`src/sv/mhpq_pkg.sv`:
```
// ============================================================================
// mhpq_pkg
// Shared types and constants for the min-heap priority queue.
// ============================================================================
package mhpq_pkg;

    localparam int OUT_VAL_W = 32;   // width of value result ports
    localparam int OUT_CNT_W = 9;    // width of count result port

    typedef enum logic [1:0] {
        ST_OK    = 2'd0,
        ST_FULL  = 2'd1,
        ST_EMPTY = 2'd2
    } t_status;

    typedef enum logic [3:0] {
        S_IDLE,
        S_POP_RD,
        S_POP_LOAD,
        S_UP_RD,
        S_UP_CMP,
        S_DN_RD,
        S_DN_CMP,
        S_PLACE,
        S_DONE
    } t_state;

    // Datapath operation issued by the controller each cycle
    typedef enum logic [3:0] {
        DP_NOP,
        DP_ACCEPT,     // latch request, update count, open the hole on a push
        DP_RD_LAST,    // read last entry
        DP_LOAD_LAST,  // last entry becomes the sinking item
        DP_UP_RD,      // read parent of hole
        DP_UP_MOVE,    // parent moves down into hole
        DP_DN_RD,      // read both children of hole
        DP_DN_MOVE,    // smaller child moves up into hole
        DP_PLACE       // write the item into the hole
    } t_dp_op;

    typedef struct packed {
        logic full;      // count == capacity
        logic empty;     // count == 0
        logic up_swap;   // item < parent
        logic up_last;   // parent is the root
        logic dn_swap;   // a child exists and the smaller one < item
    } t_dp_stat;

endpackage

```
`src/sv/mhpq_ctrl.sv`:
```
// ============================================================================
// mhpq_ctrl
// Push / pop sequencer: sift up / sift down, read then compare per level.
// ============================================================================
module mhpq_ctrl
    import mhpq_pkg::*;
(
    input  logic     i_clk,
    input  logic     i_rst_n,
    input  logic     i_start,
    input  logic     i_req_type,
    input  t_dp_stat i_stat,
    output t_dp_op   o_op,
    output logic     o_busy,
    output logic     o_done
);

    t_state r_state, n_state;

    always_ff @(posedge i_clk) begin
        if (!i_rst_n) begin
            r_state <= S_IDLE;
        end else begin
            r_state <= n_state;
        end
    end

    always_comb begin
        n_state = r_state;
        unique case (r_state)
            S_IDLE: begin
                if (i_start) begin
                    if (i_req_type) begin
                        n_state = i_stat.empty ? S_DONE : S_POP_RD;
                    end else if (i_stat.full) begin
                        n_state = S_DONE;
                    end else begin
                        n_state = i_stat.empty ? S_PLACE : S_UP_RD;
                    end
                end
            end
            S_POP_RD:   n_state = S_POP_LOAD;
            S_POP_LOAD: n_state = i_stat.empty ? S_DONE : S_DN_RD;
            S_UP_RD:    n_state = S_UP_CMP;
            S_UP_CMP: begin
                if (i_stat.up_swap) begin
                    n_state = i_stat.up_last ? S_PLACE : S_UP_RD;
                end else begin
                    n_state = S_DONE;
                end
            end
            S_DN_RD:    n_state = S_DN_CMP;
            S_DN_CMP:   n_state = i_stat.dn_swap ? S_DN_RD : S_DONE;
            S_PLACE:    n_state = S_DONE;
            S_DONE:     n_state = S_IDLE;
            default:    n_state = S_IDLE;
        endcase
    end

    always_comb begin
        o_op   = DP_NOP;
        o_busy = 1'b1;
        o_done = 1'b0;
        unique case (r_state)
            S_IDLE: begin
                o_busy = 1'b0;
                o_op   = i_start ? DP_ACCEPT : DP_NOP;
            end
            S_POP_RD:   o_op = DP_RD_LAST;
            S_POP_LOAD: o_op = DP_LOAD_LAST;
            S_UP_RD:    o_op = DP_UP_RD;
            S_UP_CMP:   o_op = i_stat.up_swap ? DP_UP_MOVE : DP_PLACE;
            S_DN_RD:    o_op = DP_DN_RD;
            S_DN_CMP:   o_op = i_stat.dn_swap ? DP_DN_MOVE : DP_PLACE;
            S_PLACE:    o_op = DP_PLACE;
            S_DONE:     o_done = 1'b1;
            default:    o_op = DP_NOP;
        endcase
    end

endmodule

```
`config.mk`:
```
export PLATFORM = sky130hd
export DESIGN_NAME = mhpq_ctrl
export DESIGN_NICKNAME = d
export VERILOG_FILES = /design/src/sv/mhpq_pkg.sv /design/src/sv/mhpq_ctrl.sv
export SDC_FILE = /design/constraint.sdc
export NUM_CORES = 1
export LEC_CHECK = 0
export BUFFER_PORTS_ARGS = -buffer_cell sky130_fd_sc_hd__buf_2
export CAP_MARGIN = 20
export CORE_AREA = 4 4 41 43
export CTS_CLUSTER_SIZE = 25
export DETAILED_ROUTE_END_ITERATION = 8
export DIE_AREA = 0 0 45 47
export PLACE_DENSITY_LB_ADDON = 0.08
export SLEW_MARGIN = 20
export SYNTH_ARGS = -nofsm -noshare
export SYNTH_HDL_FRONTEND = slang
export SYNTH_SLANG_ARGS = --single-unit
```
`constraint.sdc`:
```
create_clock -name i_clk -period 3.7 [get_ports i_clk]
set_input_delay 0.925 -clock i_clk [delete_from_list [all_inputs] [get_ports i_clk]]
set_output_delay 0.925 -clock i_clk [all_outputs]
set_load 0.1 [all_outputs]
```
==> impl_metrics.csv <==
group,metric,value,unit
outcome,outcome,"complete, no violations",
logic_synthesis,synth_edf_count,0,
logic_synthesis,syn-num-nets,56,
cts,cts_buffers,3,
logic_synthesis,synth.distinct_cells,33,
worst_setup_path,critPathKind,"in2out",
global_route,grtUsageTotal,11.4,%
final_layout,antennaDiodeCount,0,
sta,tightestPinTransition,643,ps
job,max_cap_viol_count,0,
cts,cts_setup_buffers,0,
routing,wl,1060,um
final_layout,top_regs,"r_state: 4 flops",
die,rows,13,
cts,h-tree-depth,1,
sta,finalMaxSlewViolations,0,
place,post-place-ws,692,ps
final_layout,drive_gt1_share,46.7,%
cts,clk_path_buf_depth,2,
power,pwr-share-seq,25.8,%
cts,clkSlewWorstSetupHoldPaths,30,ps
worst_setup_path,crit_arrival,2070,ps
sta,period_minus_slack,2990,ps
global_route,antenna_found_initial,0,
logic_synthesis,yosys-top-cells-area,"dfxtp_1 (17%), nor4_4 (9.2%), a2111oi_4 (5.9%)",
routing,drt_iter0_markers,4,
power,finalPower,0.000259,W
logic_synthesis,syn_area_per_cell,9.85,sq um
global_route,grt_pass1_wl,1790,um
sta,slew_headroom,57.1,%
routing,viasPerCell,5.43,
logic_synthesis,post-synth-top-area-fraction,17.3,%
power,leakagePower,0.235,nW
power,p_per_area,477,nW/um^2
final_layout,n_fill_cell,145,
final_layout,finalNetCount,71,
logic_synthesis,ys_async_sr_fraction,0,%
final_layout,syn_to_final_growth,17.3,%
final_layout,largest-register,"r_state",
routing,wl_per_cell,14.1,um
cts,cts_root_buffer,"clkbuf_4",
cts,cts_hold_buf,0,
worst_setup_path,critPathCaptureType,"output pin",
power,p_sw_share,52.5,%
die,die_h,47,um
sta,rsz0062_at_grt,"false",
cts,cts_resized,0,
place,place_congestion,0.653,
sta,setup_viol,0,
logic_synthesis,syn_inst,47,
place,placed_cell_area,520,sq um
sta,fin_skew,6.00,ps
power,comb_power_share,54.2,%
cts,clock_latency,230,ps
die,ioPinCount,15,
routing,first_pass_iters,4,
logic_synthesis,synthFlopType,"dfxtp_1",
logic_synthesis,ys_ff_latch,4,
die,die_w,45,um
power,p_clk_share,20.0,%
logic_synthesis,yosys_warnings,0,
sta,hold_viol_final,0,
sta,setup_tns,0,ps
place,dp_hpwl,811,um
logic_synthesis,yosysTopAreaCell,"dfxtp_1",
die,initial_core_util,35.6,%
final_layout,design_area,543,sq um
routing,postRouteAntennaNets,0,
sta,timing.fmax,0.334,GHz
routing,route.detailed.drc,0,
global_route,grt_pass1_vias,419,
sta,setup_ws,709,ps
die,core,1300,sq um
min_path,hold_path_class,"reg2reg",
routing,vias,407,
worst_setup_path,required,2770,ps
power,power.switching,0.000136,W
cts,cts_tree,"yes",
sta,post-route-period-util,80.8,%
final_layout,largest_reg_flops,4,
power,intPower,0.000123,W
global_route,overflow,0,
global_route,grt_max_degree,16,
place,io_buffers,14,
logic_synthesis,ys_seq_area_share,17.3,%
worst_setup_path,start_kind,"input port",
die,dieArea,2120,sq um
cts,cts_num_sinks,4,
worst_setup_path,crit_fanout,4,
power,peakVddDrop,0.000323,V
logic_synthesis,mappedNetlistArea,463,sq um
==> worst max-delay path: stages <==
cell       delay (ps)
buf_2             130
o21ba_4           200
a2111oi_4         330
buf_2             480
==> metal layers <==
| metal | share of wire [%] | wire length (um) | track usage (%) |
|---|---|---|---|
| met1 | 52 | 548 | 15.6 |
| met2 | 44 | 464 | 17.8 |
| met3 | 4.3 | 46 | 2.30 |
| met4 | 0 | 0 | 3.51 |
| met5 | 0 | 0 | 0 |
==> layout by cell type, fill, tap and decap left out, types with 2 or more instances in the layout <==
master	Yosys	layout
clkbuf_4	0	3
a31oi_1	2	2
buf_2	0	14
nor4_4	2	2
inv_1	2	2
nor3b_1	2	2
dfxtp_1	4	4
nor2b_1	4	4
nand2b_1	2	2
==> cell usage after synthesis (2+ instances only) <==
| master | n |
|---|---|
| a31oi_1 | 2 |
| dfxtp_1 | 4 |
| nor4_1 | 2 |
| nand2b_1 | 2 |
| buf_4 | 2 |
| nor4_4 | 2 |
| buf_6 | 2 |
| nor2b_1 | 4 |
| nor3b_1 | 2 |
| inv_1 | 2 |
==> stage by stage <==
step                hold WS (ps)  instances  util, %
finish                       761         75     41.7
CTS                          764         75     41.7
detailed placement           760         72     40.0
global route                 792         75     41.7
global placement             762         72     40.0
floorplan                    580         47        -
==> cells by family after synthesis <==
logic type	Yosys count	synth area share, %
DFF	4	17.3
AOI/OAI and AO/OA	13	27.8
and+or+nand+nor	20	37.3
xor gates and xnor gates	1	1.89
muxes	2	4.59
buffers and inverters	7	11.1
==> layout make-up <==
class	count	area [sq um]	share of cell area [%]
inverters	3	13.8	2.53
flip-flops and latches	4	80.1	14.7
multi-input cells	36	338	62.2
well taps	15	18.8	3.46
repair buffers	14	70.1	12.9
clock buffers	3	22.5	4.15
==> worst paths after layout <==
kind              startpoint    endpoint  slack [ps]  cells past startpoint
setup reg to reg  r_state[1]  r_state[0]        2130                      3
hold / removal    r_state[2]  r_state[2]         760                      2
hold reg to reg   r_state[2]  r_state[2]         760                      2
setup / recovery   i_stat[2]     o_op[3]         710                      4
==> power groups by stage <==
stage	registers, W	clock network (W)	logic [W]
after floorplan	0.0000519	0	0.000138
after global placement	0.0000679	0	0.000141
after detailed placement	0.0000678	0	0.000141
after CTS	0.0000670	0.0000552	0.000141
after global routing	0.0000686	0.0000581	0.000148
final	0.0000669	0.0000519	0.000140
Note: power is estimated with default switching activity, not from simulation.
